## src/rtl/core/cv3_pkg.sv

```systemverilog
`default_nettype none
// ----------------------------------------------------------------------------
// cv3_pkg: shared types and constants of the 3x3 image filter
// Register indexes, kernel mode codes, window column type and fixed-point
// constants used by the filter datapath.
// ----------------------------------------------------------------------------
package cv3_pkg;

    localparam int PIX_W     = 8;
    localparam int CFG_W     = 11;
    localparam int MODE_W    = 4;
    localparam int REG_IDX_W = 2;
    localparam int ROW_W     = 10;

    localparam int MAX_WIDTH_DEF = 1024;
    localparam int MAX_HEIGHT    = 1024;
    localparam int MIN_DIM       = 3;

    // configuration register indexes
    localparam logic [REG_IDX_W-1:0] REG_IMAGE_WIDTH  = 2'd0;
    localparam logic [REG_IDX_W-1:0] REG_IMAGE_HEIGHT = 2'd1;
    localparam logic [REG_IDX_W-1:0] REG_KERNEL_MODE  = 2'd2;

    localparam logic [CFG_W-1:0]  WIDTH_RST  = 11'd512;
    localparam logic [CFG_W-1:0]  HEIGHT_RST = 11'd512;

    // kernel mode codes
    localparam logic [MODE_W-1:0] MODE_BOX         = 4'd0;
    localparam logic [MODE_W-1:0] MODE_GAUSS       = 4'd1;
    localparam logic [MODE_W-1:0] MODE_PREWITT_X   = 4'd2;
    localparam logic [MODE_W-1:0] MODE_PREWITT_Y   = 4'd3;
    localparam logic [MODE_W-1:0] MODE_SOBEL_X     = 4'd4;
    localparam logic [MODE_W-1:0] MODE_SOBEL_Y     = 4'd5;
    localparam logic [MODE_W-1:0] MODE_LAPLACE     = 4'd6;
    localparam logic [MODE_W-1:0] MODE_SHARPEN     = 4'd7;
    localparam logic [MODE_W-1:0] MODE_PREWITT_MAX = 4'd8;
    localparam logic [MODE_W-1:0] MODE_SOBEL_MAX   = 4'd9;
    localparam logic [MODE_W-1:0] MODE_RST         = MODE_BOX;

    // box: floor(s * 0.11111) == (s * BOX_MUL) >> BOX_SHIFT for s <= 2295
    localparam int                BOX_MUL_W = 25;
    localparam logic [BOX_MUL_W-1:0] BOX_MUL = 25'd29825864;
    localparam int                BOX_SHIFT = 28;
    localparam int                SUM_W     = 12;
    localparam int                BOX_PW    = SUM_W + BOX_MUL_W;

    // floor(a / 3) == (a * DIV3_MUL) >> DIV3_SHIFT for a <= 765
    localparam int                DIV3_PW    = 20;
    localparam logic [DIV3_PW-1:0] DIV3_MUL  = 20'd683;
    localparam int                DIV3_SHIFT = 11;

    localparam int NUM_CELLS   = 2;
    localparam int OFIFO_DEPTH = 8;

    // one window column with its plain and 1-2-1 weighted sums
    typedef struct packed {
        logic [PIX_W-1:0] top;
        logic [PIX_W-1:0] mid;
        logic [PIX_W-1:0] bot;
        logic [9:0]       csum;
        logic [9:0]       wsum;
    } column_t;

    typedef struct packed {
        logic valid;
        logic last;
    } tag_t;

    typedef struct packed {
        logic [PIX_W-1:0] pixel;
        logic             last;
    } out_item_t;

    function automatic column_t make_column(input logic [PIX_W-1:0] top,
                                            input logic [PIX_W-1:0] mid,
                                            input logic [PIX_W-1:0] bot);
        column_t c;
        c.top  = top;
        c.mid  = mid;
        c.bot  = bot;
        c.csum = 10'(top) + 10'(mid) + 10'(bot);
        c.wsum = 10'(top) + (10'(mid) << 1) + 10'(bot);
        return c;
    endfunction

endpackage
`default_nettype wire

```

## src/rtl/core/cv3_col_cell.sv

```systemverilog
`default_nettype none
// ----------------------------------------------------------------------------
// cv3_col_cell: one column cell of the 3x3 window
// Holds one window column and hands it to the next older cell on a shift.
// ----------------------------------------------------------------------------
module cv3_col_cell (
    input  wire logic            clk,
    input  wire logic            shift,
    input  wire cv3_pkg::column_t col_in,
    output cv3_pkg::column_t      col_out
);
    import cv3_pkg::*;

    column_t col_reg;

    always_ff @(posedge clk)
    begin
        if (shift)
        begin
            col_reg <= col_in;
        end
    end

    assign col_out = col_reg;

endmodule
`default_nettype wire

```

## config.mk

```make
export PLATFORM = sky130hd
export DESIGN_NAME = cv3_col_cell
export DESIGN_NICKNAME = d
export VERILOG_FILES = /design/src/rtl/core/cv3_pkg.sv /design/src/rtl/core/cv3_col_cell.sv
export SDC_FILE = /design/constraint.sdc
export NUM_CORES = 1
export LEC_CHECK = 0
export ABC_AREA = 1
export BUFFER_PORTS_ARGS = -buffer_cell sky130_fd_sc_hd__clkbuf_2
export CAP_MARGIN = 20
export CORE_ASPECT_RATIO = 1.4
export CORE_MARGIN = 1.5
export CORE_UTILIZATION = 40
export DETAILED_ROUTE_END_ITERATION = 8
export GPL_ROUTABILITY_DRIVEN = 0
export HOLD_SLACK_MARGIN = 0.15
export PLACE_DENSITY = 0.86
export SYNTH_ARGS = -nofsm -noshare
export SYNTH_HDL_FRONTEND = slang
export SYNTH_SLANG_ARGS = --single-unit
```

## constraint.sdc

```tcl
create_clock -name clk -period 1.5 [get_ports clk]
set_clock_uncertainty 0.15 [all_clocks]
set_input_delay 0.15 -clock clk [delete_from_list [all_inputs] [get_ports clk]]
set_output_delay 0.15 -clock clk [all_outputs]
set_load 0.01 [all_outputs]
```

# == After elaboration in Yosys (flattened, before gate mapping) ==
# Cells that the tools add are included.
# classes
addsub,0
mul,0
div_mod_pow,0
order_cmp,0
eq_ne,0
shift,0
mux,0
n_bitwise,0
reduce_logical,0
# totals
register_bits,44
latchBits,0
ramBits,0
mem_bits_ro,0
inputBits,46
word_cells,5
n_memories,0

# == Logic depth before layout (Yosys ltp) ==
# logic_depth
ltp_word,0
mapped_depth,0
ltp_nobuf,0

# == Worst setup path after synthesis ==
# Ideal clock, no wire load.
# synth_path
path_kind,reg2out
startpoint,"reg col_reg, in the netlist col_out[0]"
endpoint,out col_out[0] in the netlist's numbering
t_arrival_ps,394
path_slack_ps,806
stages_incl_launch_ff,1
path_buffers,0
path_cell_list,edfxtp_1
# synth_rtl
element,line,source
"start, declared",cv3_col_cell.sv:14,column_t col_reg;
"start signal, assigned",cv3_col_cell.sv:20,col_reg <= col_in;
"end, declared",cv3_col_cell.sv:10,output cv3_pkg::column_t col_out
# No word-level cell between the ends.

# == Final worst setup path ==
# layout_path
startpoint,"reg col_reg, in the netlist col_out[42]"
endpoint,out col_out[42] in the netlist's numbering
# No word-level cell between the ends.

==> metrics.md <==
| Metric | Value |
|---|---|
| Status | finished clean |
| PD cells | 1053 nW/um^2 |
| TritonCTS clock tree | done |
| Hold endpoint | col_out[40] |
| Initial antenna violation count | 0 |
| Max-slew violations | 0 |
| Setup slack at placement | ~0.45 ns |
| Clk buf depth | 2 |
| Total GRT Usage | a little over 20% |
| Die width | 51.58 um |
| Hold Crit Start | shift |
| Worst Path Buf+Inv | 1 |
| I/O Pins | 90 |
| CTS Root Cell | clkbuf_8 |
| Netlist cell types | 1 |
| CP endpoint kind | output pin |
| WHS Path Cells | 2 |
| Syn Nets | 90 |
| Worst-path clk slew | 0.08 ns |
| Ranking of synthesized cells by area | edfxtp_1 |
| EDFF count, synth | 44 |
| Synth Instances | 44 |
| Critical Path AT | roughly 0.84 ns |
| RSZ-0062 raised after global routing | false |
| Max cap viols | 0 |
| Worst-Margin Slew | 0.3130 ns |
| Period Utilization, post-route | approximately three quarters |
| H-Tree Depth | 2 |
| FP Rows | 24 |
| CP Max Fanout | 1 |
| FILL cells | 210 |
| CP max stage delay | slightly above 0.4 ns |
| Vias per cell | 4.431 |
| Starting DRT DRC Count | 17 |
| Final hold violation count | 0 |
| Hold buffer count at CTS | 44 |
| Final nets | 232 |
| DP Wirelength | 1957 um |
| GRT overflow | 0 |
| Crit-path leading delay family | flip-flops |
| Finish-stage setup viols | 0 |
| Post-DP Area | 1831 sq um |
| YS warnings | 0 |
| Achievable clock frequency | between 800 and 900 MHz |
| Cell breakdown of the critical path | clkbuf_2 |
| Ys async rst share | 0% |
| Peak supply drop | 817.0 uV |
| Top-count cell post-synth | edfxtp_1 |
| Flops & latches, synth | 44 |
| I/O Buffers | 89 |
| Max FFs per register | 44 |
| CP max stage cell | edfxtp_1 |
| Tmin final | 1.145 ns |
| Drt first pass iters | 3 |
| Mapped cell area | 1321 sq um |
| Vias | 997 |
| CP required | 1.20 ns |
| Startpoint Class | flip-flop |
| Register area share after synthesis | between 90% and 100% |
| Setup TNS | 0 ns |
| Vias in the first global route | 1091 |
| Fraction of layout cells with a size suffix above 1 | approximately 52% |
| Post-synth top flop | edfxtp_1 |
| Relative slew slack | 79.13% |
| Cts bufs inserted | 5 |
| Total Wirelength | 3327 um |
| Design Area, Final | 2347 sq um |
| CP Depth | 1 |
| DR WL/cell | between 10 and 15 um |
| Core area | 3123 sq um |
| First-pass GRT wire length | 5092 um |
| Multi-input gates | 0 |
| Crit path kind | flip-flop to output pin |
| Multi-input logic area | 0 sq um |
| Post-route antenna net violation count | 0 |
| Post-CTS setup repair buffer count | 0 |
| Die Span Y | 71 um |
| P&R area growth vs syn | 77.65% |
| Post-CTS sizing | 0 |
| Mean Syn Cell Area | 30.03 sq um |
| Synth area leader | edfxtp_1 |
| Remaining DRCs | 0 |
| Fin worst setup slack | 0.3552 ns |
| Starting density of the core | 42.31% |
| Die area | 3662 sq um |
| Post-synth top area share | between 90% and 100% |
| Post-synth top cells | edfxtp_1 |
| P_leak | ~1.0 nW |
| Antenna diode count | 0 |
| Hold crit path type | input pin to flip-flop |
| Largest net degree at the start of global routing | 27 |
| Clock Sinks | between 40 and 50 |
-- cells by family after synthesis --
| family | after synthesis | share of synthesized area (%) |
|---|---|---|
| DFF | 44 | 100.0 |
-- report_power, final --
part           internal [mW]  switching, mW
Sequential              1.46         0.0266
Combinational          0.177          0.142
Clock                  0.307          0.359
Total                   1.94          0.528
-- metrics by stage --
stage	hold slack (ns)	cells	utilization, %	power, mW
after floorplan	0.09887	44	-	1.567
after global placement	0.1765	174	58.61	1.726
after detailed placement	0.1786	174	58.61	1.740
after CTS	0.1862	225	75.16	2.489
after global routing	0.2136	225	75.16	2.572
final	0.2083	225	75.16	2.473
-- layer usage --
metal / global-route usage (%) / vias up / share of wire (%)
met5: 0 / - / 0
met4: 11.99 / 0 / 4.2
met3: 9.072 / 13 / 9.3
met2: 35.61 / 60 / 56
met1: 18.39 / 466 / 30
li1: - / 458 / -
-- layout make-up --
type,instances,area (sq um),area share (%)
flip-flops and latches,44,1321,56.29
clock inverters,2,7.507,0.3198
clock buffers,5,68.82,2.932
repair buffers,135,900.9,38.38
well taps,39,48.80,2.079
-- how the worst max path moves through the flow --
stage                            from          end  slack, ns
after floorplan            col_out[0]   col_out[0]       0.81
after global placement          shift  col_out[25]       0.47
after detailed placement        shift  col_out[41]       0.45
after CTS                 col_out[34]  col_out[34]       0.36
after global routing      col_out[42]  col_out[42]       0.32
final                     col_out[42]  col_out[42]       0.36
-- layout by cell type (no fill, tap or decap) --
master,Yosys,final
clkbuf_2,0,89
edfxtp_1,44,44
dlygate4sd3_1,0,44
clkbuf_8,0,5
clkinv_1,0,2
buf_4,0,2
No activity file was read; power rests on OpenSTA's default activity.
