$ cat config.mk
export PLATFORM = sky130hd
export DESIGN_NAME = cv3_kernel
export DESIGN_NICKNAME = d
export VERILOG_FILES = /design/src/rtl/core/cv3_pkg.sv /design/src/rtl/core/cv3_kernel.sv
export SDC_FILE = /design/constraint.sdc
export NUM_CORES = 1
export LEC_CHECK = 0
export BUFFER_PORTS_ARGS = -buffer_cell sky130_fd_sc_hd__buf_2
export CELL_PAD_IN_SITES_DETAIL_PLACEMENT = 1
export CELL_PAD_IN_SITES_GLOBAL_PLACEMENT = 1
export CORE_ASPECT_RATIO = 1.1
export CORE_UTILIZATION = 35
export DETAILED_ROUTE_END_ITERATION = 7
export PLACE_DENSITY = 0.59
export SLEW_MARGIN = 15
export SYNTH_ARGS = -nofsm -noshare
export SYNTH_HDL_FRONTEND = slang
export SYNTH_SLANG_ARGS = --single-unit
$ cat constraint.sdc
create_clock -name clk -period 6.7 [get_ports clk]
set_clock_uncertainty 0.2 [all_clocks]
set_input_delay 0.67 -clock clk [delete_from_list [all_inputs] [get_ports clk]]
set_output_delay 0.67 -clock clk [all_outputs]
set_load 0.05 [all_outputs]
$ cat src/rtl/core/cv3_pkg.sv
`default_nettype none
// ----------------------------------------------------------------------------
// cv3_pkg: shared types and constants of the 3x3 image filter
// Register indexes, kernel mode codes, window column type and fixed-point
// constants used by the filter datapath.
// ----------------------------------------------------------------------------
package cv3_pkg;

    localparam int PIX_W     = 8;
    localparam int CFG_W     = 11;
    localparam int MODE_W    = 4;
    localparam int REG_IDX_W = 2;
    localparam int ROW_W     = 10;

    localparam int MAX_WIDTH_DEF = 1024;
    localparam int MAX_HEIGHT    = 1024;
    localparam int MIN_DIM       = 3;

    // configuration register indexes
    localparam logic [REG_IDX_W-1:0] REG_IMAGE_WIDTH  = 2'd0;
    localparam logic [REG_IDX_W-1:0] REG_IMAGE_HEIGHT = 2'd1;
    localparam logic [REG_IDX_W-1:0] REG_KERNEL_MODE  = 2'd2;

    localparam logic [CFG_W-1:0]  WIDTH_RST  = 11'd512;
    localparam logic [CFG_W-1:0]  HEIGHT_RST = 11'd512;

    // kernel mode codes
    localparam logic [MODE_W-1:0] MODE_BOX         = 4'd0;
    localparam logic [MODE_W-1:0] MODE_GAUSS       = 4'd1;
    localparam logic [MODE_W-1:0] MODE_PREWITT_X   = 4'd2;
    localparam logic [MODE_W-1:0] MODE_PREWITT_Y   = 4'd3;
    localparam logic [MODE_W-1:0] MODE_SOBEL_X     = 4'd4;
    localparam logic [MODE_W-1:0] MODE_SOBEL_Y     = 4'd5;
    localparam logic [MODE_W-1:0] MODE_LAPLACE     = 4'd6;
    localparam logic [MODE_W-1:0] MODE_SHARPEN     = 4'd7;
    localparam logic [MODE_W-1:0] MODE_PREWITT_MAX = 4'd8;
    localparam logic [MODE_W-1:0] MODE_SOBEL_MAX   = 4'd9;
    localparam logic [MODE_W-1:0] MODE_RST         = MODE_BOX;

    // box: floor(s * 0.11111) == (s * BOX_MUL) >> BOX_SHIFT for s <= 2295
    localparam int                BOX_MUL_W = 25;
    localparam logic [BOX_MUL_W-1:0] BOX_MUL = 25'd29825864;
    localparam int                BOX_SHIFT = 28;
    localparam int                SUM_W     = 12;
    localparam int                BOX_PW    = SUM_W + BOX_MUL_W;

    // floor(a / 3) == (a * DIV3_MUL) >> DIV3_SHIFT for a <= 765
    localparam int                DIV3_PW    = 20;
    localparam logic [DIV3_PW-1:0] DIV3_MUL  = 20'd683;
    localparam int                DIV3_SHIFT = 11;

    localparam int NUM_CELLS   = 2;
    localparam int OFIFO_DEPTH = 8;

    // one window column with its plain and 1-2-1 weighted sums
    typedef struct packed {
        logic [PIX_W-1:0] top;
        logic [PIX_W-1:0] mid;
        logic [PIX_W-1:0] bot;
        logic [9:0]       csum;
        logic [9:0]       wsum;
    } column_t;

    typedef struct packed {
        logic valid;
        logic last;
    } tag_t;

    typedef struct packed {
        logic [PIX_W-1:0] pixel;
        logic             last;
    } out_item_t;

    function automatic column_t make_column(input logic [PIX_W-1:0] top,
                                            input logic [PIX_W-1:0] mid,
                                            input logic [PIX_W-1:0] bot);
        column_t c;
        c.top  = top;
        c.mid  = mid;
        c.bot  = bot;
        c.csum = 10'(top) + 10'(mid) + 10'(bot);
        c.wsum = 10'(top) + (10'(mid) << 1) + 10'(bot);
        return c;
    endfunction

endpackage
`default_nettype wire

$ cat src/rtl/core/cv3_kernel.sv
`default_nettype none
// ----------------------------------------------------------------------------
// cv3_kernel: kernel arithmetic of the 3x3 filter
// Two register stages: window sums and gradients, then abs, scaling and
// clamping; the mode select at the end feeds the output queue.
// ----------------------------------------------------------------------------
module cv3_kernel (
    input  wire logic                           clk,
    input  wire logic                           rst_n,
    input  wire cv3_pkg::tag_t                  win_tag,
    input  wire cv3_pkg::column_t               col_l,
    input  wire cv3_pkg::column_t               col_m,
    input  wire cv3_pkg::column_t               col_r,
    input  wire logic [cv3_pkg::MODE_W-1:0]     kernel_mode,
    output cv3_pkg::tag_t                       res_tag,
    output logic      [cv3_pkg::PIX_W-1:0]      res_pixel
);
    import cv3_pkg::*;

    // stage a: sums and gradients
    logic [9:0]        top_row, bot_row, top_w, bot_w;
    logic [SUM_W-1:0]  sum9, gauss, c9, c10;
    logic signed [10:0] pgx, pgy, sgx, sgy;
    logic signed [12:0] lap, sharp;

    tag_t               ka_tag_reg;
    logic [SUM_W-1:0]   ka_sum9_reg, ka_gauss_reg;
    logic signed [10:0] ka_pgx_reg, ka_pgy_reg, ka_sgx_reg, ka_sgy_reg;
    logic signed [12:0] ka_lap_reg, ka_sharp_reg;

    // stage b: scaled magnitudes
    logic [9:0]         pa_abs, pb_abs, sa_abs, sb_abs;
    logic [11:0]        lap_abs;
    logic [DIV3_PW-1:0] pa_prod, pb_prod;
    logic [BOX_PW-1:0]  box_prod;
    logic [PIX_W-1:0]   sharp_clip;

    tag_t             kb_tag_reg;
    logic [PIX_W-1:0] kb_box_reg, kb_gauss_reg, kb_pa_reg, kb_pb_reg;
    logic [PIX_W-1:0] kb_sa_reg, kb_sb_reg, kb_lap_reg, kb_sharp_reg;

    logic [PIX_W-1:0] result;

    always_comb
    begin
        top_row = 10'(col_l.top) + 10'(col_m.top) + 10'(col_r.top);
        bot_row = 10'(col_l.bot) + 10'(col_m.bot) + 10'(col_r.bot);
        top_w   = 10'(col_l.top) + (10'(col_m.top) << 1) + 10'(col_r.top);
        bot_w   = 10'(col_l.bot) + (10'(col_m.bot) << 1) + 10'(col_r.bot);
        sum9    = SUM_W'(col_l.csum) + SUM_W'(col_m.csum) + SUM_W'(col_r.csum);
        gauss   = SUM_W'(col_l.wsum) + (SUM_W'(col_m.wsum) << 1) + SUM_W'(col_r.wsum);
        pgx     = $signed({1'b0, col_r.csum}) - $signed({1'b0, col_l.csum});
        pgy     = $signed({1'b0, bot_row}) - $signed({1'b0, top_row});
        sgx     = $signed({1'b0, col_r.wsum}) - $signed({1'b0, col_l.wsum});
        sgy     = $signed({1'b0, bot_w}) - $signed({1'b0, top_w});
        c9      = (SUM_W'(col_m.mid) << 3) + SUM_W'(col_m.mid);
        c10     = c9 + SUM_W'(col_m.mid);
        lap     = $signed({1'b0, c9}) - $signed({1'b0, sum9});
        sharp   = $signed({1'b0, c10}) - $signed({1'b0, sum9});
    end

    always_ff @(posedge clk or negedge rst_n)
    begin
        if (!rst_n)
        begin
            ka_tag_reg <= '0;
            kb_tag_reg <= '0;
        end
        else
        begin
            ka_tag_reg <= win_tag;
            kb_tag_reg <= ka_tag_reg;
        end
    end

    always_ff @(posedge clk)
    begin
        ka_sum9_reg  <= sum9;
        ka_gauss_reg <= gauss;
        ka_pgx_reg   <= pgx;
        ka_pgy_reg   <= pgy;
        ka_sgx_reg   <= sgx;
        ka_sgy_reg   <= sgy;
        ka_lap_reg   <= lap;
        ka_sharp_reg <= sharp;
    end

    always_comb
    begin
        pa_abs   = ka_pgx_reg[10] ? 10'(-ka_pgx_reg) : 10'(ka_pgx_reg);
        pb_abs   = ka_pgy_reg[10] ? 10'(-ka_pgy_reg) : 10'(ka_pgy_reg);
        sa_abs   = ka_sgx_reg[10] ? 10'(-ka_sgx_reg) : 10'(ka_sgx_reg);
        sb_abs   = ka_sgy_reg[10] ? 10'(-ka_sgy_reg) : 10'(ka_sgy_reg);
        lap_abs  = ka_lap_reg[12] ? 12'(-ka_lap_reg) : 12'(ka_lap_reg);
        pa_prod  = DIV3_PW'(pa_abs) * DIV3_MUL;
        pb_prod  = DIV3_PW'(pb_abs) * DIV3_MUL;
        box_prod = BOX_PW'(ka_sum9_reg) * BOX_PW'(BOX_MUL);
        if (ka_sharp_reg[12])
        begin
            sharp_clip = '0;
        end
        else if (ka_sharp_reg > 13'sd255)
        begin
            sharp_clip = '1;
        end
        else
        begin
            sharp_clip = ka_sharp_reg[PIX_W-1:0];
        end
    end

    always_ff @(posedge clk)
    begin
        kb_box_reg   <= box_prod[BOX_SHIFT +: PIX_W];
        kb_gauss_reg <= ka_gauss_reg[SUM_W-1:4];
        kb_pa_reg    <= pa_prod[DIV3_SHIFT +: PIX_W];
        kb_pb_reg    <= pb_prod[DIV3_SHIFT +: PIX_W];
        kb_sa_reg    <= sa_abs[9:2];
        kb_sb_reg    <= sb_abs[9:2];
        kb_lap_reg   <= lap_abs[10:3];
        kb_sharp_reg <= sharp_clip;
    end

    always_comb
    begin
        case (kernel_mode)
            MODE_BOX:         result = kb_box_reg;
            MODE_GAUSS:       result = kb_gauss_reg;
            MODE_PREWITT_X:   result = kb_pa_reg;
            MODE_PREWITT_Y:   result = kb_pb_reg;
            MODE_SOBEL_X:     result = kb_sa_reg;
            MODE_SOBEL_Y:     result = kb_sb_reg;
            MODE_LAPLACE:     result = kb_lap_reg;
            MODE_SHARPEN:     result = kb_sharp_reg;
            MODE_PREWITT_MAX: result = (kb_pa_reg > kb_pb_reg) ? kb_pa_reg : kb_pb_reg;
            MODE_SOBEL_MAX:   result = (kb_sa_reg > kb_sb_reg) ? kb_sa_reg : kb_sb_reg;
            default:          result = '0;
        endcase
    end

    assign res_tag   = kb_tag_reg;
    assign res_pixel = result;

endmodule
`default_nettype wire

## Yosys cells after proc, flatten, opt, wreduce, memory -nomap -nowiden

Index checks and enable logic that the tools add are counted.
Widths: inputs -> output; s select.

- Register bits after elaboration: 162
- Bits of input ports: 140
- Output and inout bits: 10
- Word-level logic and storage cells: 70

- Add/sub/neg operators: 25
- Multipliers: 3
- $lt $le $gt $ge: 3
- Eq/ne operators: 9
- Mux-type cells: 9
- Reductions and logical operators: 1

Operator list:

| cell | number |
|---|---|
| $pmux 8 s10 | 1 |
| $sub 10x10->11 | 4 |
| $mux 10 | 4 |
| $neg 10->10 | 4 |
| $mul 10x10->19 const B | 2 |
| $mul 12x22->33 const B | 1 |
| $sub 12x12->13 | 2 |
| $mux 8 | 3 |
| $add 10x8->10 | 2 |
| $add 8x9->10 | 2 |
| $add 9x8->10 | 2 |
| $add 8x8->9 | 2 |
| $eq 4x3->1 const B | 4 |
| $gt 8x8->1 | 2 |
| $gt 13x9->1 const B | 1 |
| $add 10x11->12 | 1 |
| $add 11x10->12 | 1 |
| $add 11x8->12 | 1 |
| $add 12x10->12 | 1 |
| $add 12x8->12 | 1 |
| $add 10x10->11 | 1 |
| $mux 11 | 1 |
| $neg 11->11 | 1 |
| $eq 4x2->1 const B | 2 |
| other kinds (3) | 4 |

## Logic depth before layout (Yosys ltp)

Gate-level depths: netlist of the first run.

- Depth after elaboration: 3
- Depth in mapped cells: 23
- Gate-level depth less buffers: 23

## Least setup slack after synthesis of the first run

No wires, ideal clock.

- Path kind: reg2reg
- From: register ka_pgy_reg[4]
- To: register kb_pb_reg[7]
- Data arrival time: 5.117 ns
- Data required time: 6.428 ns
- Path slack: 1.311 ns
- Stages on the path, launching flop included: 21
- Path buffers: 0
- Period minus slack after synthesis: 5.389 ns
- Cells stage by stage: dfxtp_1 > or4_4 > o21ai_0 > xor2_1 > xnor2_1 > inv_1 > ha_1 > inv_1 > fa_1 > inv_1 > fa_1 > inv_1 > fa_1 > inv_1 > ha_1 > and4_1 > a221o_1 > o31ai_2 > o21ai_0 > a21oi_1 > xnor2_1

- Word-level cells in the longest chain between the ends: 3

Ends and longest elaborated chain:

| element | line | text |
|---|---|---|
| start, declared | cv3_kernel.sv:28 | `logic signed [10:0] ka_pgx_reg, ka_pgy_reg, ka_sgx_reg, ka_sgy_reg;` |
| start signal, assigned | cv3_kernel.sv:81 | `ka_pgy_reg <= pgy;` |
| $neg 10->10 | cv3_kernel.sv:91 | `pb_abs = ka_pgy_reg[10] ? 10'(-ka_pgy_reg) : 10'(ka_pgy_reg);` |
| $mux 10 * | cv3_kernel.sv:91 |  |
| $mul 10x10->19 * | cv3_kernel.sv:96 | `pb_prod = DIV3_PW'(pb_abs) * DIV3_MUL;` |
| via pb_prod[18] | cv3_kernel.sv:34 | `logic [DIV3_PW-1:0] pa_prod, pb_prod;` |
| end signal, assigned | cv3_kernel.sv:117 | `kb_pb_reg <= pb_prod[DIV3_SHIFT +: PIX_W];` |
| end, declared | cv3_kernel.sv:39 | `logic [PIX_W-1:0] kb_box_reg, kb_gauss_reg, kb_pa_reg, kb_pb_reg;` |

The timed path passes the listed nets; every way through them passes the cells marked *.
A chain may end at the register's enable or synchronous reset.

## Final worst setup path of the first run

Ends and elaborated chain as after synthesis.

==> results.cfg, run 1 <==
[global_routing]
grt_pass1_wl_mm = 70.0
grt_pass1_vias = 13900
grt.total_usage_pct = 17.3
antenna_found_initial = 4
grt_max_degree = 18
grt_overflow_total = 0

[worst_setup_path]
crit_slowest_cell = or4_4
crit_top_cell = inv_1
cp.required_ns = 6.89
crit_buf_inv = 5
cp_top_family = adder cells
worstPathCellList = or4_4 > o21ai_0 > xor2_1 > xnor2_1 > inv_1 > ha_1 > inv_1 > fa_1 > inv_1 > fa_1 > inv_1 > fa_1 > inv_1 > ha_1 > and4_1 > a221o_1 > o31ai_2 > o21ai_0 > a21oi_1 > xnor2_1
cp-start-kind = flop
cp.arrival_ns = 6.04
rr_startpoint = ka_pgy_reg[4]
path_max_fanout = 4
cp-end-kind = flop
max_stage_delay_ns = 0.55
cp-startpoint = ka_pgy_reg[4]
worstSetupPathType = reg -> reg

[route]
routed_wl_mm = 42.3
firstDrtPassIters = 4
avgViaCountPerCell = 4.79
vias = 12400
drc = 0
final_antenna_net_count = 0
routedWlPerCell_um = 16.3
drt_iter0_markers = 354

[cells_and_area]
nets = 2593
final_util_pct = 39.9
drive_gt1_share_pct = 10.6
largest_register_ff_count = 13
layout_common_cells = inv_1 (361), ha_1 (321), fa_1 (199), dfxtp_1 (152), buf_2 (133)
layout_commonest_cell = inv_1
syn_to_final_growth_pct = 11.7
fin_area_um2 = 19700

[synthesis]
ys_ff_latch = 156
syn_area_um2 = 17600
synth_edf_count = 0
syn_inst = 1792
synth_area_leaders = ha_1 (23%), fa_1 (23%), dfxtp_1 (17%), inv_1 (7.7%), xnor2_1 (5.2%)
syn_nets = 2452
dominantRegCellSynth = dfxtp_1
async_reset_ff_share_pct = 2.56
ys_types = 68
yosysSeqAreaShare_pct = 17.8
syn_area_per_cell_um2 = 9.83
yosysTopAreaCell = ha_1
synth_top_area_share_pct = 22.8
synth_warnings = 0

[clock_network]
cts_root_buf = clkbuf_16
hold_buffers = 1
clk_latency_ns = 0.45
clock_sinks = 156
cts_max_path_buffers = 2
cts_tree = done
h-tree-depth = 4
cts_resized = 0
clk_pin_slew_worst_paths_ns = 0.08
cts_setup_buffers = 0
cts_buffers = 17

[min_path]
min_path_type = reg -> reg
worstHoldStart = ka_gauss_reg[10]

[floorplanning]
core_um2 = 49300
fp.dieW_um = 216
boundaryPins = 150
fp-row-count = 85
start_util_pct = 35.7
die_h_um = 237
dieArea_um2 = 51200

[timing]
finalMaxSlewViolations = 0
hold_violations = 0
finalCritPeriodShare_pct = 87.3
rsz0062_at_grt = no
tightestPinTransition_ns = 0.977
post-route-min-period_ns = 5.85
hold_ws_ns = 0.124
slew_headroom_pct = 34.7
fmax_mhz = 171
finalSetupViolCount = 0
setup_tns_ns = 0

[job]
maxCapViolations = 0

[place]
place.port_buffers = 133
gp_congestion = 0.847
placed_area_um2 = 19100
dpl.hpwl_mm = 37.5

[outcome]
outcome = finished, final reports clean
layout make-up:
cell class	count	area [um^2]
Fill cell	5695	29700
Multi-Input combinational cell	1259	13100
Sequential cell	156	3140
Inverter	361	1360
Tap cell	652	816
Timing Repair Buffer	138	706
Clock buffer	18	439
Clock inverter	14	178
Antenna cell	1	2.50
synthesized netlist by cell type, types with 12 or more instances:
cell      count
fa_1        199
o21bai_1     12
a21oi_1      81
o21ai_0      49
o21a_1       15
xor2_1       51
mux4_2       12
dfxtp_1     152
a21o_1       36
nand2_1      70
inv_1       361
nor2_1       76
nor3_1       12
nor2b_1      30
xnor2_1     105
ha_1        321
nand2b_1     14
worst paths after layout:
| path | cells past startpoint | slack, ns | endpoint |
|---|---|---|---|
| max | 20 | 0.85 | kb_pb_reg[7] |
| min | 0 | 0.12 | kb_gauss_reg[6] |
| max reg2reg | 20 | 0.85 | kb_pb_reg[7] |
| min reg2reg | 0 | 0.12 | kb_gauss_reg[6] |
| max in group asynchronous | 2 | 5.82 | res_tag[0] |
| min in group asynchronous | 2 | 0.37 | ka_tag_reg[0] |
worst reg2reg max path: stages (launching register included):
cell and delay [ns]:
dfxtp_1 0.35, or4_4 0.55, o21ai_0 0.22, xor2_1 0.43, xnor2_1 0.25, inv_1 0.08, ha_1 0.28, inv_1 0.05
fa_1 0.53, inv_1 0.05, fa_1 0.49, inv_1 0.05, fa_1 0.50, inv_1 0.04, ha_1 0.30, and4_1 0.21
a221o_1 0.38, o31ai_2 0.31, o21ai_0 0.20, a21oi_1 0.21, xnor2_1 0.13
metal layers:
metal  part of all wire (%)  vias up  global-route usage (%)
met5                  0.031        -                       0
met3                    3.3       32                    2.05
met1                     45     6081                    21.7
li1                       -     6173                       -
met4                    1.5        2                    4.31
met2                     50      156                    31.2
cell families after synthesis:
group                    Yosys count  synth area share [%]
AO/OA/AOI/OAI                    291                  11.1
XOR/XNOR                         158                  7.94
adder cells (fa/ha/maj)          520                  45.4
buffers and inverters            377                  8.09
flip-flops                       156                  17.8
multiplexers                      25                  2.33
AND/OR/NAND/NOR                  265                  7.34
through the flow:
stage	std cells	worst slack [ns]
6_report	2599	0.852
5_1_grt	2598	0.414
4_1_cts	2598	0.752
3_5_place_dp	2565	0.770
3_3_place_gp	2565	0.793
2_1_floorplan	1792	1.31
Power of run 1 is not shown: default switching activity piles up to over one toggle a cycle in this logic, so the estimate is an artifact.
==> inputs of run 2 (changes only) <==
--- a/config.mk
+++ b/config.mk
@@ -8,10 +8,10 @@
 export BUFFER_PORTS_ARGS = -buffer_cell sky130_fd_sc_hd__buf_2
 export CELL_PAD_IN_SITES_DETAIL_PLACEMENT = 1
 export CELL_PAD_IN_SITES_GLOBAL_PLACEMENT = 1
-export CORE_ASPECT_RATIO = 1.1
 export CORE_UTILIZATION = 35
 export DETAILED_ROUTE_END_ITERATION = 7
 export PLACE_DENSITY = 0.59
+export RECOVER_POWER = 25
 export SLEW_MARGIN = 15
 export SYNTH_ARGS = -nofsm -noshare
 export SYNTH_HDL_FRONTEND = slang
==> results.cfg, run 2 (synthesized netlist as in run 1, its figures left out) <==
[worst_setup_path]
reg2reg_to = kb_pb_reg[7]
cp.required_ns = 6.83
path_max_fanout = 4
worstSetupPathType = reg -> reg
cp.arrival_ns = 6.18
worst-r2r-setup-slack_ns = 0.66
rr_startpoint = ka_pgy_reg[4]
cp-start-kind = flop
reg2reg_depth = 21
cp-end-kind = flop

[job]
maxCapViolations = 0

[outcome]
outcome = finished, final reports clean

[floorplanning]
start_util_pct = 35.8
boundaryPins = 150
fp.dieW_um = 226
dieArea_um2 = 51200
core_um2 = 49300
fp-row-count = 81
die_h_um = 226

[clock_network]
clock_sinks = 156
cts_tree = done
cts_buffers = 17
cts_max_path_buffers = 2
clk_pin_slew_worst_paths_ns = 0.07
cts_root_buf = clkbuf_16
clk_latency_ns = 0.45
h-tree-depth = 4
cts_setup_buffers = 0

[route]
firstDrtPassIters = 4
final_antenna_net_count = 0
routedWlPerCell_um = 16.2
drt_iter0_markers = 381
routed_wl_mm = 42.4
avgViaCountPerCell = 4.80
vias = 12500
drc = 0

[global_routing]
grt_max_degree = 18
antenna_found_initial = 4
grt.total_usage_pct = 17.5
grt_overflow_total = 0
grt_pass1_wl_mm = 69.9
grt_pass1_vias = 13800

[cells_and_area]
final_util_pct = 39.9
syn_to_final_growth_pct = 11.5
layout_commonest_cell = inv_1
nets = 2592
layout_common_cells = inv_1 (361), ha_1 (321), fa_1 (199), dfxtp_1 (152), buf_2 (129)
drive_gt1_share_pct = 10.3
largest_register_ff_count = 13

[timing]
slew_headroom_pct = 29.7
hold_violations = 0
setup_tns_ns = 0
rsz0062_at_grt = no
setup_ws_ns = 0.658
finalCritPeriodShare_pct = 90.2
tightestPinTransition_ns = 1.05
finalSetupViolCount = 0
finalMaxSlewViolations = 0
hold_ws_ns = 0.127
fmax_mhz = 166
post-route-min-period_ns = 6.04

[min_path]
hold_end = ka_tag_reg[1]
holdPathStages = 1
worstHoldStart = win_tag[1]
min_path_type = in -> reg

[place]
gp_congestion = 0.826
dpl.hpwl_mm = 38.0
place.port_buffers = 133
pre_cts_slack_ns = 0.587
==> run 2: cell types whose count changed in the layout (fill, tap and decap cells not counted), moves of 2 or more <==
| cell | previous run | this run |
|---|---|---|
| clkbuf_1 | 0 | 4 |
| o21ai_0 | 49 | 51 |
| inv_8 | 1 | 7 |
| inv_6 | 6 | 3 |
| bufinv_16 | 2 | 0 |
| buf_2 | 133 | 129 |
| o21ai_1 | 4 | 2 |
==> run 2: layer usage <==
layer  GRT usage [%]  vias to the layer above  routed length, um
met5               0                        -                  8
met4            4.84                        2                822
met3            2.70                       41               1660
met2            29.7                      136              20200
met1            23.0                     6153              19700
li1                -                     6188                  -
==> run 2: layout make-up <==
type                            count  area (um^2)
Multi-Input combinational cell   1259        13100
Tap cell                          664          831
Clock buffer                       17          425
Timing Repair Buffer              137          693
Inverter                          361         1360
Sequential cell                   156         3140
Clock inverter                     15          150
Fill cell                        5707        29600
Antenna cell                        2         5.00
==> run 2: how the worst max path moves through the flow <==
stage / from / end / cells past startpoint
CTS: ka_pgy_reg[4] / kb_pb_reg[7] / 21
detailed placement: ka_pgy_reg[4] / kb_pb_reg[7] / 21
floorplan: ka_pgy_reg[4] / kb_pb_reg[7] / 20
global placement: ka_pgy_reg[4] / kb_pb_reg[7] / 21
global route: ka_pgy_reg[4] / kb_pb_reg[7] / 21
finish: ka_pgy_reg[4] / kb_pb_reg[7] / 21
==> run 2: timing repair <==
| action | 4_1_cts | 5_1_grt |
|---|---|---|
| hold buffers | 1 | 0 |
| endpoints found under the setup margin | 0 | 0 |
| gates resized for setup | 0 | 0 |
| hold endpoints to repair | 4 | 0 |
==> run 2: metrics by stage <==
| step | cells | instance area, um^2 |
|---|---|---|
| after global placement | 2576 | 19100 |
| after CTS | 2609 | 19700 |
| after global routing | 2610 | 19700 |
| final | 2611 | 19700 |
| after floorplan | 1792 | 17600 |
| after detailed placement | 2576 | 19100 |
==> run 2: critical path: stages, from the launching register on <==
cell,delay [ns]
dfxtp_1,0.35
or4_4,0.56
o21ai_0,0.21
xor2_1,0.43
xnor2_1,0.25
inv_1,0.08
ha_1,0.29
inv_1,0.05
fa_1,0.53
inv_1,0.05
fa_1,0.51
inv_1,0.05
fa_1,0.52
inv_1,0.05
ha_1,0.29
and4_1,0.22
nand2_1,0.06
nor3_1,0.51
o31ai_2,0.17
o21ai_0,0.29
a21oi_1,0.13
xnor2_1,0.13
Power of run 2 is left out for the same reason.
==> inputs of run 3 (changes only) <==
--- a/config.mk
+++ b/config.mk
@@ -10,7 +10,7 @@
 export CELL_PAD_IN_SITES_GLOBAL_PLACEMENT = 1
 export CORE_UTILIZATION = 35
 export DETAILED_ROUTE_END_ITERATION = 7
-export PLACE_DENSITY = 0.59
+export PLACE_DENSITY = 0.61
 export RECOVER_POWER = 25
 export SLEW_MARGIN = 15
 export SYNTH_ARGS = -nofsm -noshare
==> constraint.sdc (replaced) <==
create_clock -name clk -period 5.2 [get_ports clk]
set_clock_uncertainty 0.2 [all_clocks]
set_input_delay 0.52 -clock clk [delete_from_list [all_inputs] [get_ports clk]]
set_output_delay 0.52 -clock clk [all_outputs]
set_load 0.05 [all_outputs]
==> results.cfg, run 3 (synthesized netlist as in run 1, its figures left out) <==
[cells_and_area]
largest_register_ff_count = 13
layout_common_cells = inv_1 (346), ha_1 (299), fa_1 (199), dfxtp_1 (136), buf_2 (127)
fill_cells = 5668
nets = 2702
layout_commonest_cell = inv_1
syn_to_final_growth_pct = 19.7
drive_gt1_share_pct = 19.3
stdcell_count = 2719

[floorplanning]
boundaryPins = 150
core_um2 = 49300
dieArea_um2 = 51200
die_h_um = 226
start_util_pct = 35.8
fp-row-count = 81
fp.dieW_um = 226

[route]
final_antenna_net_count = 0
vias = 13000
avgViaCountPerCell = 4.77
drc = 0
firstDrtPassIters = 4
drt_iter0_markers = 439
routed_wl_mm = 44.9
routedWlPerCell_um = 16.5

[timing]
tightestPinTransition_ns = 1.02
post-route-min-period_ns = 5.30
setup_ws_ns = -0.0958
finalMaxSlewViolations = 0
hold_violations = 0
hold_ws_ns = 0.125
finalSetupViolCount = 4
fmax_mhz = 189
rsz0062_at_grt = yes
slew_headroom_pct = 31.6
finalCritPeriodShare_pct = 102

[worst_setup_path]
reg2reg_to = kb_pa_reg[7]
cp-end-kind = flop
reg2reg_depth = 22
cp.required_ns = 5.33
cp.arrival_ns = 5.43
path_max_fanout = 4
rr_startpoint = ka_pgx_reg[1]
worstSetupPathType = reg -> reg
cp-start-kind = flop
worst-r2r-setup-slack_ns = -0.1

[clock_network]
clock_sinks = 156
cts_tree = done
cts_buffers = 17
cts_max_path_buffers = 2
h-tree-depth = 4
clk_pin_slew_worst_paths_ns = 0.07
clk_latency_ns = 0.45
cts_root_buf = clkbuf_16

[min_path]
min_path_type = reg -> reg
holdPathStages = 0
hold_end = kb_gauss_reg[4]
worstHoldStart = ka_gauss_reg[8]

[outcome]
outcome = complete, but fails checks
violations = setup timing

[global_routing]
grt_pass1_wl_mm = 72.4
grt_overflow_total = 0
grt_max_degree = 18
grt_pass1_vias = 14500
antenna_found_initial = 3
grt.total_usage_pct = 18.2

[place]
gp_congestion = 0.845
place.port_buffers = 133
dpl.hpwl_mm = 38.8
dp_cells = 2662

[job]
maxCapViolations = 0
[run 3: cell type report]
class | count | area, um^2 | area share, %
multi-input combinational | 1259 | 13600 | 64.5
sequential | 156 | 3170 | 15.0
inverter | 361 | 1360 | 6.42
clock inverter | 10 | 139 | 0.658
tap | 664 | 831 | 3.94
antenna | 1 | 2.50 | 0.0119
timing repair buffer | 247 | 1540 | 7.28
clock buffer | 21 | 460 | 2.18
[run 3: worst max-delay path, cell delays in order, from the launching register on]
cell and delay (ns):
dfxtp_2 0.33, inv_2 0.09, ha_4 0.16, nand2_2 0.06, or2_4 0.26, o21ai_2 0.15
xor2_2 0.26, nor2_1 0.12, ha_1 0.29, inv_1 0.05, fa_1 0.53, inv_1 0.06
fa_1 0.52, inv_1 0.06, fa_1 0.49, inv_1 0.04, ha_1 0.29, nand4_1 0.12
a221o_1 0.34, o211ai_1 0.29, o31a_1 0.21, a31oi_1 0.11, xnor2_1 0.14
[run 3: stage by stage]
step	worst slack (ns)	cell area [um^2]	util, %	TNS (ns)
4_1_cts	-0.130	20800	42.3	-0.376
3_3_place_gp	-0.138	19800	40.2	-0.644
2_1_floorplan	-0.0285	17700	-	-0.0285
3_5_place_dp	-0.247	19800	40.2	-1.64
6_report	-0.0958	21100	42.8	-0.241
5_1_grt	-0.453	21100	42.8	-2.94
[run 3: repair_timing]
item,CTS,global route
hold buffers,3,0
endpoints found under the hold margin,6,0
buffers inserted,13,11
endpoints found under the setup margin,15,18
gates resized for setup,63,47
pin swaps,57,52
[run 3: worst max path at each step]
stage                  start            to  slack [ns]  depth (start not counted)
2_1_floorplan  ka_pgy_reg[6]  kb_pb_reg[7]       -0.03                         20
3_3_place_gp   ka_pgy_reg[6]  kb_pb_reg[7]       -0.14                         20
3_5_place_dp   ka_pgx_reg[2]  kb_pa_reg[7]       -0.25                         21
4_1_cts        ka_pgx_reg[1]  kb_pa_reg[7]       -0.13                         20
5_1_grt        ka_pgx_reg[1]  kb_pa_reg[7]       -0.45                         22
6_report       ka_pgx_reg[1]  kb_pa_reg[7]        -0.1                         22
[run 3: per-layer routing]
metal | global-route usage (%) | vias up | part of all wire [%]
li1 | - | 6392 | -
met1 | 23.4 | 6384 | 45
met2 | 31.8 | 146 | 49
met3 | 2.46 | 36 | 3.6
met4 | 4.69 | 2 | 1.7
met5 | 0 | - | 0.031
Power of run 3 is left out for the same reason.
